--- src/crp_pkg.sv ---
package crp_pkg;

    // column letters allowed in one corner
    localparam int unsigned MAX_LETTERS = 3;

    localparam int unsigned COL_W = 15;
    localparam int unsigned ROW_W = 20;
    localparam int unsigned ROW_ACC_W = 21;
    localparam int unsigned CFG_DATA_W = 21;

    localparam logic [ROW_ACC_W-1:0] ROW_CAP = 21'd1048576;
    localparam logic [COL_W-1:0] COL_CAP = 15'd18278;
    localparam logic [COL_W-1:0] COL_LIMIT_RESET = 15'd16384;
    localparam logic [ROW_ACC_W-1:0] ROW_SAT = 21'd2097151;
    localparam logic [4:0] COL_RADIX = 5'd26;
    localparam logic [3:0] ROW_RADIX = 4'd10;

    localparam logic [7:0] CHAR_UPPER_A = 8'h41;
    localparam logic [7:0] CHAR_UPPER_Z = 8'h5A;
    localparam logic [7:0] CHAR_LOWER_A = 8'h61;
    localparam logic [7:0] CHAR_LOWER_Z = 8'h7A;
    localparam logic [7:0] CHAR_ZERO = 8'h30;
    localparam logic [7:0] CHAR_NINE = 8'h39;
    localparam logic [7:0] CHAR_DOLLAR = 8'h24;
    localparam logic [7:0] CHAR_COLON = 8'h3A;
    localparam logic [7:0] CASE_OFFSET = 8'h20;

    // configuration register indexes
    localparam logic CFG_ROW_LIMIT = 1'b0;
    localparam logic CFG_COLUMN_LIMIT = 1'b1;

    typedef enum logic [2:0] {
        PH_START,
        PH_AFTER_LEAD,
        PH_LETTERS,
        PH_AFTER_ROWD,
        PH_DIGITS
    } phase_t;

    typedef enum logic [1:0] {
        ERR_NONE,
        ERR_CHAR,
        ERR_COUNT,
        ERR_RANGE
    } err_t;

    typedef struct packed {
        logic [7:0] char_code;
        logic       last_char;
    } char_item_t;

    typedef struct packed {
        logic [COL_W-1:0] first_column;
        logic [ROW_W-1:0] first_row;
        logic             first_absolute;
        logic [COL_W-1:0] second_column;
        logic [ROW_W-1:0] second_row;
        logic             second_absolute;
        logic             is_range;
        logic [1:0]       error_code;
    } result_item_t;

    typedef struct packed {
        logic [COL_W-1:0] column;
        logic [ROW_W-1:0] row;
        logic             absolute;
    } corner_t;

    typedef struct packed {
        phase_t               phase;
        logic [COL_W-1:0]     col_acc;
        logic [1:0]           letter_count;
        logic [ROW_ACC_W-1:0] row_acc;
        logic                 digit_seen;
        logic                 dollar_seen;
        logic                 in_second;
        corner_t              saved_first;
        err_t                 err;
    } parse_state_t;

    typedef struct packed {
        logic    order_bad;
        logic    range_bad;
        corner_t corner;
    } corner_check_t;

    localparam parse_state_t PARSE_CLEAR = '0;

endpackage

--- src/crp_corner_check.sv ---
module crp_corner_check (
    input  crp_pkg::parse_state_t         state,
    input  logic [crp_pkg::ROW_ACC_W-1:0] row_limit,
    input  logic [crp_pkg::COL_W-1:0]     column_limit,
    output crp_pkg::corner_check_t        check
);

    logic [crp_pkg::ROW_ACC_W-1:0] row_zero_based;
    logic [crp_pkg::COL_W-1:0]     col_zero_based;

    assign row_zero_based = state.row_acc - 21'd1;
    assign col_zero_based = state.col_acc - 15'd1;

    always_comb
    begin
        check.order_bad = (state.phase != crp_pkg::PH_DIGITS) || !state.digit_seen
                          || (state.letter_count == 2'd0);
        check.range_bad = (state.row_acc == '0) || (state.row_acc > row_limit)
                          || (state.col_acc == '0) || (state.col_acc > column_limit);
        check.corner.column   = col_zero_based;
        check.corner.row      = row_zero_based[crp_pkg::ROW_W-1:0];
        check.corner.absolute = state.dollar_seen;
    end

endmodule

--- src/crp_char_step.sv ---
module crp_char_step (
    input  crp_pkg::parse_state_t         state,
    input  crp_pkg::char_item_t           item,
    input  logic [crp_pkg::ROW_ACC_W-1:0] row_limit,
    input  logic [crp_pkg::COL_W-1:0]     column_limit,
    output crp_pkg::parse_state_t         state_next,
    output crp_pkg::result_item_t         result
);

    crp_pkg::parse_state_t  taken;
    crp_pkg::corner_check_t check_old;
    crp_pkg::corner_check_t check_new;
    crp_pkg::err_t          final_err;
    logic                   is_letter;
    logic                   is_digit;
    logic [7:0]             upper_code;
    logic [7:0]             letter_value;
    logic [7:0]             digit_value;
    logic [19:0]            col_product;
    logic [24:0]            row_product;

    // old state serves the ':' corner end, updated state the final corner end
    crp_corner_check u_check_old (
        .state        (state),
        .row_limit    (row_limit),
        .column_limit (column_limit),
        .check        (check_old)
    );

    crp_corner_check u_check_new (
        .state        (taken),
        .row_limit    (row_limit),
        .column_limit (column_limit),
        .check        (check_new)
    );

    assign is_letter = ((item.char_code >= crp_pkg::CHAR_UPPER_A)
                        && (item.char_code <= crp_pkg::CHAR_UPPER_Z))
                       || ((item.char_code >= crp_pkg::CHAR_LOWER_A)
                        && (item.char_code <= crp_pkg::CHAR_LOWER_Z));
    assign is_digit = (item.char_code >= crp_pkg::CHAR_ZERO)
                      && (item.char_code <= crp_pkg::CHAR_NINE);

    assign upper_code = (item.char_code >= crp_pkg::CHAR_LOWER_A)
                        ? item.char_code - crp_pkg::CASE_OFFSET : item.char_code;
    assign letter_value = upper_code - crp_pkg::CHAR_UPPER_A + 8'd1;
    assign digit_value = item.char_code - crp_pkg::CHAR_ZERO;

    assign col_product = {5'd0, state.col_acc} * {15'd0, crp_pkg::COL_RADIX}
                         + {15'd0, letter_value[4:0]};
    assign row_product = {4'd0, state.row_acc} * {21'd0, crp_pkg::ROW_RADIX}
                         + {21'd0, digit_value[3:0]};

    // character update
    always_comb
    begin
        taken = state;
        if (state.err == crp_pkg::ERR_NONE)
        begin
            if (is_letter)
            begin
                if (state.phase inside {crp_pkg::PH_START, crp_pkg::PH_AFTER_LEAD,
                                        crp_pkg::PH_LETTERS})
                begin
                    if (state.letter_count >= 2'(crp_pkg::MAX_LETTERS))
                    begin
                        taken.err = crp_pkg::ERR_COUNT;
                    end
                    else
                    begin
                        taken.col_acc      = col_product[crp_pkg::COL_W-1:0];
                        taken.letter_count = state.letter_count + 2'd1;
                        taken.phase        = crp_pkg::PH_LETTERS;
                    end
                end
                else
                begin
                    taken.err = crp_pkg::ERR_CHAR;
                end
            end
            else if (is_digit)
            begin
                if (state.phase inside {crp_pkg::PH_LETTERS, crp_pkg::PH_AFTER_ROWD,
                                        crp_pkg::PH_DIGITS})
                begin
                    // saturate once the decimal value passes ROW_SAT, the largest accumulator value
                    if (row_product > {4'd0, crp_pkg::ROW_SAT})
                        taken.row_acc = crp_pkg::ROW_SAT;
                    else
                        taken.row_acc = row_product[crp_pkg::ROW_ACC_W-1:0];
                    taken.digit_seen = 1'b1;
                    taken.phase      = crp_pkg::PH_DIGITS;
                end
                else
                begin
                    taken.err = crp_pkg::ERR_CHAR;
                end
            end
            else if (item.char_code == crp_pkg::CHAR_DOLLAR)
            begin
                case (state.phase)
                    crp_pkg::PH_START:
                    begin
                        taken.dollar_seen = 1'b1;
                        taken.phase       = crp_pkg::PH_AFTER_LEAD;
                    end
                    crp_pkg::PH_LETTERS:
                    begin
                        taken.dollar_seen = 1'b1;
                        taken.phase       = crp_pkg::PH_AFTER_ROWD;
                    end
                    default:
                    begin
                        taken.err = crp_pkg::ERR_CHAR;
                    end
                endcase
            end
            else if (item.char_code == crp_pkg::CHAR_COLON)
            begin
                if ((state.phase == crp_pkg::PH_DIGITS) && !state.in_second)
                begin
                    if (check_old.order_bad)
                    begin
                        taken.err = crp_pkg::ERR_CHAR;
                    end
                    else if (check_old.range_bad)
                    begin
                        taken.err = crp_pkg::ERR_RANGE;
                    end
                    else
                    begin
                        taken             = crp_pkg::PARSE_CLEAR;
                        taken.saved_first = check_old.corner;
                        taken.in_second   = 1'b1;
                    end
                end
                else
                begin
                    taken.err = crp_pkg::ERR_CHAR;
                end
            end
            else
            begin
                taken.err = crp_pkg::ERR_CHAR;
            end
        end
    end

    // next state: back to clear after the final character
    always_comb
    begin
        if (item.last_char)
            state_next = crp_pkg::PARSE_CLEAR;
        else
            state_next = taken;
    end

    // result for the final character
    always_comb
    begin
        final_err = taken.err;
        if (taken.err == crp_pkg::ERR_NONE)
        begin
            if (check_new.order_bad)
                final_err = crp_pkg::ERR_CHAR;
            else if (check_new.range_bad)
                final_err = crp_pkg::ERR_RANGE;
        end

        result = '0;
        result.error_code = final_err;
        if (final_err == crp_pkg::ERR_NONE)
        begin
            if (taken.in_second)
            begin
                result.first_column   = taken.saved_first.column;
                result.first_row      = taken.saved_first.row;
                result.first_absolute = taken.saved_first.absolute;
            end
            else
            begin
                result.first_column   = check_new.corner.column;
                result.first_row      = check_new.corner.row;
                result.first_absolute = check_new.corner.absolute;
            end
            result.second_column   = check_new.corner.column;
            result.second_row      = check_new.corner.row;
            result.second_absolute = check_new.corner.absolute;
            result.is_range        = taken.in_second;
        end
    end

endmodule

--- src/cell_reference_parser.sv ---
// channel   direction  signals                                   transaction
// char      in         char_valid, char_ready, char_item          one character of the text
// result    out        result_valid, result_ready, result_item    one parsed reference
// cfg       in         cfg_valid, cfg_ready, cfg_index, cfg_data  one limit register write
//
// one character per cycle sustained, except while a waiting result holds back a final character
// the character register feeds one pass of parse logic into the parse state and result register
// rst_n clears the parse state, the valid flags and restores both limits
// a waiting result only holds back a final character; other characters keep flowing
// limits are clamped to their caps when written; cfg_ready is always high
module cell_reference_parser (
    input  logic                           clk,
    input  logic                           rst_n,
    input  logic                           char_valid,
    output logic                           char_ready,
    input  crp_pkg::char_item_t            char_item,
    output logic                           result_valid,
    input  logic                           result_ready,
    output crp_pkg::result_item_t          result_item,
    input  logic                           cfg_valid,
    output logic                           cfg_ready,
    input  logic                           cfg_index,
    input  logic [crp_pkg::CFG_DATA_W-1:0] cfg_data
);

    // input stage
    logic                  char_valid_reg;
    logic                  char_valid_next;
    crp_pkg::char_item_t   char_item_reg;

    // parse state carried from character to character
    crp_pkg::parse_state_t state_reg;
    crp_pkg::parse_state_t state_next;

    // result stage
    logic                  result_valid_reg;
    logic                  result_valid_next;
    crp_pkg::result_item_t result_item_reg;
    crp_pkg::result_item_t step_result;

    // limit registers, stored already clamped
    logic [crp_pkg::ROW_ACC_W-1:0] row_limit_reg;
    logic [crp_pkg::COL_W-1:0]     column_limit_reg;
    logic [crp_pkg::ROW_ACC_W-1:0] row_limit_next;
    logic [crp_pkg::COL_W-1:0]     column_limit_next;

    logic advance;

    crp_char_step u_step (
        .state        (state_reg),
        .item         (char_item_reg),
        .row_limit    (row_limit_reg),
        .column_limit (column_limit_reg),
        .state_next   (state_next),
        .result       (step_result)
    );

    // the held character moves on unless it would overwrite an untaken result
    assign advance = char_valid_reg
                     && (!char_item_reg.last_char || !result_valid_reg || result_ready);
    assign char_ready = !char_valid_reg || advance;

    assign char_valid_next = char_ready ? char_valid : char_valid_reg;

    always_comb
    begin
        result_valid_next = result_valid_reg;
        if (advance && char_item_reg.last_char)
            result_valid_next = 1'b1;
        else if (result_ready)
            result_valid_next = 1'b0;
    end

    assign cfg_ready = 1'b1;

    // clamp limits on write
    always_comb
    begin
        row_limit_next    = row_limit_reg;
        column_limit_next = column_limit_reg;
        if (cfg_valid)
        begin
            case (cfg_index)
                crp_pkg::CFG_ROW_LIMIT:
                begin
                    if (cfg_data > crp_pkg::ROW_CAP)
                        row_limit_next = crp_pkg::ROW_CAP;
                    else
                        row_limit_next = cfg_data;
                end
                crp_pkg::CFG_COLUMN_LIMIT:
                begin
                    if (cfg_data[crp_pkg::COL_W-1:0] > crp_pkg::COL_CAP)
                        column_limit_next = crp_pkg::COL_CAP;
                    else
                        column_limit_next = cfg_data[crp_pkg::COL_W-1:0];
                end
                default:
                begin
                    row_limit_next = row_limit_reg;
                end
            endcase
        end
    end

    always_ff @(posedge clk or negedge rst_n)
    begin
        if (!rst_n)
        begin
            char_valid_reg   <= 1'b0;
            result_valid_reg <= 1'b0;
            state_reg        <= crp_pkg::PARSE_CLEAR;
            row_limit_reg    <= crp_pkg::ROW_CAP;
            column_limit_reg <= crp_pkg::COL_LIMIT_RESET;
        end
        else
        begin
            char_valid_reg   <= char_valid_next;
            result_valid_reg <= result_valid_next;
            row_limit_reg    <= row_limit_next;
            column_limit_reg <= column_limit_next;
            if (advance)
                state_reg <= state_next;
        end
    end

    // payload registers
    always_ff @(posedge clk)
    begin
        if (char_ready && char_valid)
            char_item_reg <= char_item;
        if (advance && char_item_reg.last_char)
            result_item_reg <= step_result;
    end

    assign result_valid = result_valid_reg;
    assign result_item  = result_item_reg;

endmodule

--- config.mk ---
export PLATFORM = sky130hd
export DESIGN_NAME = cell_reference_parser
export DESIGN_NICKNAME = d
export VERILOG_FILES = /design/src/crp_pkg.sv /design/src/crp_corner_check.sv /design/src/crp_char_step.sv /design/src/cell_reference_parser.sv
export SDC_FILE = /design/constraint.sdc
export NUM_CORES = 1
export LEC_CHECK = 0
export ABC_CLOCK_PERIOD_IN_PS = 7800
export BUFFER_PORTS_ARGS = -buffer_cell sky130_fd_sc_hd__clkbuf_2
export CAP_MARGIN = 20
export CORE_ASPECT_RATIO = 2
export CORE_MARGIN = 2
export CORE_UTILIZATION = 60
export CTS_CLUSTER_SIZE = 16
export DETAILED_ROUTE_END_ITERATION = 7
export PLACE_DENSITY_LB_ADDON = 0.25
export SYNTH_ARGS = -nofsm -noshare
export SYNTH_HDL_FRONTEND = slang
export SYNTH_SLANG_ARGS = --single-unit
--- constraint.sdc ---
create_clock -name clk -period 7.8 [get_ports clk]
set_clock_uncertainty 0.05 [all_clocks]
set_input_delay 1.56 -clock clk [delete_from_list [all_inputs] [get_ports clk]]
set_output_delay 1.56 -clock clk [all_outputs]
set_load 0.05 [all_outputs]
==> After elaboration in Yosys (flattened, before gate mapping) <==
Cells that the tools add are included.
{ "word_totals": {"in_bits": 36, "register_bits": 204, "elab_cells": 147, "out_inout_bits": 78} }
{ "classes": {"n_eq_ne": 8, "reduce_logical": 43, "multipliers": 2, "n_lt_le_gt_ge": 14, "n_mux": 43, "n_addsub": 11, "n_bitwise": 1} }
{ "op_table": {"columns": ["op", "count"], "rows": [
  ["80-bit two-way mux", 4],
  ["82-bit two-way mux", 2],
  ["20-bit two-way mux", 3],
  ["60-bit two-way mux", 1],
  ["22-bit two-way mux", 2],
  ["21-bit greater-than comparator", 2],
  ["21-bit logical NOT", 2],
  ["21-bit two-way mux", 2],
  ["20-bit by 1-bit subtractor with 20-bit output, second input constant", 2],
  ["39-bit two-way mux", 1],
  ["38-bit two-way mux", 1],
  ["37-bit two-way mux", 1],
  ["36-bit two-way mux", 1],
  ["15-bit greater-than comparator", 2],
  ["15-bit logical NOT", 2],
  ["15-bit by 1-bit subtractor with 15-bit output, second input constant", 2],
  ["2-bit two-way mux", 14],
  ["25-bit by 4-bit adder with 25-bit output", 1],
  ["25-bit by 21-bit greater-than comparator with 1-bit output, second input constant", 1],
  ["21-bit by 3-bit multiplier with 24-bit output, second input constant", 1],
  ["21-bit greater-than comparator, second input constant", 1],
  ["17-bit two-way mux", 1],
  ["8-bit by 6-bit == test with 1-bit output, second input constant", 2],
  ["8-bit by 7-bit greater-or-equal comparator with 1-bit output, second input constant", 2],
  ["30 further kinds", 69]
]} }

==> Depth between registers and ports, before layout <==
{ "logic_depth": {"depth_word": 20, "mapped_depth": 32, "mapped_depth_nobuf": 29} }

==> Modules after synthesis <==
Synthesis repeated with hierarchy kept, for this count alone.
{ "hier_totals": {"hier_cells": 1704, "area_unflattened_um2": 15810.2} }
{ "by_module_without_submodules": {"columns": ["module", "area_each_um2", "instances", "cells_each", "seq_area_each_um2"], "rows": [
  ["cell_reference_parser", 7208.2, 1, 415, 5527.8],
  ["crp_char_step", 5577.8, 1, 853, 0.0],
  ["crp_corner_check (u_step.u_check_old)", 1519.0, 1, 217, 0.0],
  ["crp_corner_check (u_step.u_check_new)", 1505.2, 1, 219, 0.0]
]} }

==> Worst setup path after synthesis <==
Ideal clock, no wire load.
{ "synth_path": {"path_type": "reg2reg", "start": "register state_reg[42] in the netlist's numbering", "end": "register result_item_reg (netlist bit result_item[43]) (data pin)", "setup_ns": 0.180, "synth_period_minus_slack_ns": 6.826, "arrival_ns": 6.596, "path_stages_with_launch": 32, "n_path_buf": 3, "setup_slack_ns": 0.974, "required_time_ns": 7.570, "path_cell_list": "dfrtp_1 -> ha_1 -> ha_1 -> inv_1 -> fa_1 -> nand2b_1 -> nor3_1 -> and3_1 -> nand4_1 -> nor4_2 -> o2111ai_2 -> or4_1 -> buf_2 -> a21o_1 -> o21ai_0 -> nand2_1 -> ha_1 -> nor2b_1 -> o21a_1 -> o21a_1 -> o21a_1 -> o21a_1 -> o21a_1 -> o21a_1 -> o21ai_0 -> a31oi_1 -> o21ai_0 -> o211ai_1 -> or3b_1 -> buf_4 -> buf_2 -> a221oi_1"} }
{ "synth_via": {"elab_chain_cells": 20, "word_cells_on_any_way": 51, "classes_between": "add/sub: 3; mul: 1; order compare: 4; eq/ne: 1; mux: 27; reduce/logical: 15"} }
{ "synth_rtl": {"columns": ["item", "line", "text"], "rows": [
  ["start, declared", "cell_reference_parser.sv:32", "crp_pkg::parse_state_t state_reg;"],
  ["start signal, assigned", "cell_reference_parser.sv:112", "state_reg <= crp_pkg::PARSE_CLEAR;"],
  ["start signal, assigned", "cell_reference_parser.sv:123", "state_reg <= state_next;"],
  ["parallel branches: the longest is 11 deep, another holds 25-bit by 4-bit adder with 25-bit output", null, null],
  ["82-bit two-way mux *", "crp_char_step.sv:58", "if (state.err == crp_pkg::ERR_NONE)"],
  ["21-bit greater-than comparator or 21-bit logical NOT (tied branches)", "crp_corner_check.sv:18", "check.range_bad = (state.row_acc == '0) || (state.row_acc > row_limit)"],
  ["1-bit logical OR", "crp_corner_check.sv:18", null],
  ["1-bit logical OR (2 in series)", "crp_corner_check.sv:19", "|| (state.col_acc == '0) || (state.col_acc > column_limit);"],
  ["2-bit two-way mux", "crp_char_step.sv:166", "else if (check_new.range_bad)"],
  ["2-bit two-way mux", "crp_char_step.sv:164", "if (check_new.order_bad)"],
  ["2-bit two-way mux", "crp_char_step.sv:162", "if (taken.err == crp_pkg::ERR_NONE)"],
  ["2-bit logical NOT", "crp_char_step.sv:172", "if (final_err == crp_pkg::ERR_NONE)"],
  ["end signal, assigned", "cell_reference_parser.sv:133", "result_item_reg <= step_result;"],
  ["end, declared", "cell_reference_parser.sv:38", "crp_pkg::result_item_t result_item_reg;"]
]} }
Every way passes the cells marked *.
A chain may end at the register's enable or synchronous reset.

==> Final worst setup path <==
{ "layout_path": {"start": "register state_reg[44] in the netlist's numbering", "end": "register result_item_reg (netlist bit result_item[61]) (data pin)"} }
Same word-level chain as after synthesis.

==> flow_metrics.env <==
export IMPL_grt_usage_pct=42.4
export IMPL_end_kind="flop"
export IMPL_netlist_top_cells_area="dfrtp_1 19%, edfxtp_1 16%, ha_1 12%, nor2_1 4.0%, o21ai_0 3.6%"
export IMPL_cp_required_ps=8100
export IMPL_die_x_um=118
export IMPL_design_core_area_um2=25500
export IMPL_wire_per_inst_um=26.2
export IMPL_numPortBuffers=112
export IMPL_synth_top_area_share_pct=19.0
export IMPL_drt_initial_drc_count=1289
export IMPL_wl_um=57800
export IMPL_fin_crit_sh_pct=97.0
export IMPL_cp_top_family="compound AO/OA/AOI/OAI gates"
export IMPL_outcome="finished, final reports clean"
export IMPL_largest_reg_flops=82
export IMPL_first_global_vias=15000
export IMPL_max_slew_margin_rel_pct=32.1
export IMPL_initial_utilization_pct=60.9
export IMPL_die_y_um=232
export IMPL_gp_congestion=1.08
export IMPL_cp_common_cell="o21a_1"
export IMPL_antenna_found_initial=0
export IMPL_peakVddDrop_uv=204
export IMPL_crit_buf_inv=3
export IMPL_path_class="reg2reg"
export IMPL_synth_distinct_cells=92
export IMPL_hold_path_end="state_reg[23]"
export IMPL_slew_violations=0
export IMPL_synth_edff_count=84
export IMPL_netlist_top_cell_by_area="dfrtp_1"
export IMPL_r2r_end="result_item[61]"
export IMPL_synth_ff_type="dfrtp_1"
export IMPL_clk_pin_slew_ps=70
export IMPL_swShare_pct=34.7
export IMPL_fin_tns_setup_ps=0
export IMPL_syn_area_per_cell_um2=9.08
export IMPL_worstHoldStart="state_reg[23]"
export IMPL_num_rows=83
export IMPL_cts_made_buffers=20
export IMPL_grt_max_degree=71
export IMPL_switching_power_w=0.00111
export IMPL_dieArea_um2=27300
export IMPL_async_flop_share_pct=58.8
export IMPL_area_delta_synth_final_pct=13.3
export IMPL_hpwl_um=44500
export IMPL_fmax_mhz=132
export IMPL_cts_tree="yes"
export IMPL_final_nets=2058
export IMPL_synth_seq_area_share_pct=35.5
export IMPL_hold_violations=0
export IMPL_htree_num_levels=1
export IMPL_synth_fp_nets=1918
export IMPL_setup_violations=0
export IMPL_drcViolationCount=0
export IMPL_p_per_area_nw_per_um2=181
export IMPL_ant_nets=0
export IMPL_p_leak_nw=8.25
export IMPL_crit_slowest_cell="or3b_2"
export IMPL_grt_pass1_wl_um=87000
export IMPL_postSynthCellCount=1714
export IMPL_startpoint_type="flop"
export IMPL_hold_class="reg2reg"
export IMPL_power_internal_w=0.00209
export IMPL_critPathArrivalTime_ps=7870
export IMPL_overflow=0
export IMPL_dr_pass1_iters=7
export IMPL_slowest_delay_ps=570
export IMPL_synth_area_um2=15600
export IMPL_ctsLongestPathBuffers=3
export IMPL_post_route_min_period_ps=7570
export IMPL_total_power_w=0.00320
export IMPL_power_frac_seq_pct=37.8
export IMPL_ios=114
export IMPL_maxCapViolations=0
export IMPL_comb_power_share_pct=28.4
export IMPL_yosys_warnings=0
export IMPL_vias=14800
export IMPL_synth_seq_cells=204
export IMPL_viasPerCell=6.70
export IMPL_ctsRootBufferMaster="clkbuf_16"
export IMPL_reg2reg_depth=28
export IMPL_rrSetupSlack_ps=230
export IMPL_num_antenna_cells=0
export IMPL_worstMarginPinSlew_ps=1020
export IMPL_drive_above_1_share_pct=15.1
export IMPL_clock_sinks=204
export IMPL_rr_startpoint="state_reg[44]"
export IMPL_path_max_fanout=70
export IMPL_clk_insertion_delay_late_ps=530
export IMPL_pwr_share_clk_pct=33.9
export IMPL_holdPathStages=2
export IMPL_final_util_pct=69.0
## cell usage in the layout (no fill, tap or decap), drive strengths merged, types with 46 or more instances in the layout
cell and n:
edfxtp 84, clkbuf 137, inv 121, nand2 139, a21oi 95, nor2 167
xnor2 60, dfrtp 118, ha 155, o21ai 120, a22o 46, buf 73
## cells in the mapped netlist, drive strengths merged, types with 19 or more instances
library cell / number
xor2: 32
o211ai: 19
o21ai: 120
nand2b: 28
nor3: 39
nand4: 32
a21o: 36
a21oi: 95
nand3: 35
ha: 155
nand2: 139
edfxtp: 84
a211oi: 33
nor2: 167
inv: 120
a22o: 46
clkbuf: 49
dfrtp: 118
xnor2: 60
## power by group through the flow
| stage | clock [W] | combinational [W] | sequential, W |
|---|---|---|---|
| after floorplan | 0 | 0.000512 | 0.00127 |
| after global placement | 0 | 0.000856 | 0.00122 |
| after detailed placement | 0 | 0.000872 | 0.00123 |
| after CTS | 0.00109 | 0.000878 | 0.00121 |
| after global routing | 0.00113 | 0.000965 | 0.00121 |
| final | 0.00108 | 0.000906 | 0.00121 |
## logic make-up (layout without fill, tap and decap cells)
family	count (synthesis)	count (layout)	share of synthesized area, %
simple gates	568	568	18.3
compound gates	476	476	20.9
flops	204	204	35.5
buf+inv	187	341	4.72
fa+ha+maj	168	168	14.1
xor+xnor	92	92	5.18
mux	18	18	1.19
other cells	1	1	0.0241
## worst reg2reg max path, delay by kind of cell, from the launching register on
kind / cells / cell delay [ps]
DFF: 1 / 410
AOI/OAI and AO/OA: 16 / 2890
adders and majority gates: 4 / 1320
buffers and inverters: 3 / 500
and+or+nand+nor: 5 / 2210
## layer usage
layer / wire length (um) / part of all wire, % / track usage [%]
met3: 3280 / 5.7 / 6.78
met4: 7750 / 13 / 45.4
met5: 0 / 0 / 0
met1: 17000 / 29 / 37.6
met2: 29800 / 52 / 76.7
## per-stage QoR
step,instance area (um^2),setup slack (ps),instances,hold slack (ps)
floorplan,15600,974,1714,392
global placement,16800,353,2165,408
detailed placement,16800,174,2165,420
CTS,17500,138,2201,436
global route,17600,-58.6,2208,458
finish,17600,231,2208,434
## what timing repair did
item,CTS,global route
resized for setup,0,21
endpoints found under the setup margin,0,73
hold buffers,0,0
hold endpoints to repair,0,0
setup buffers,0,5
## layout make-up
class	instances	area, um^2
multi-input combinational	1323	9370
fill	2129	7920
sequential	204	5530
timing repair buffer	185	1120
clock buffer	25	572
inverter	120	450
tap	340	425
clock inverter	11	154
## worst max path at each step
stage,end,slack (ps),depth (start not counted),from
global placement,result_item[46],350,27,state_reg[52]
global route,result_item[52],-60,29,state_reg[44]
CTS,result_item[41],140,27,state_reg[52]
detailed placement,result_item[41],170,27,state_reg[52]
finish,result_item[61],230,28,state_reg[44]
floorplan,result_item[43],970,31,state_reg[42]
(Power assumes the default switching activity.)
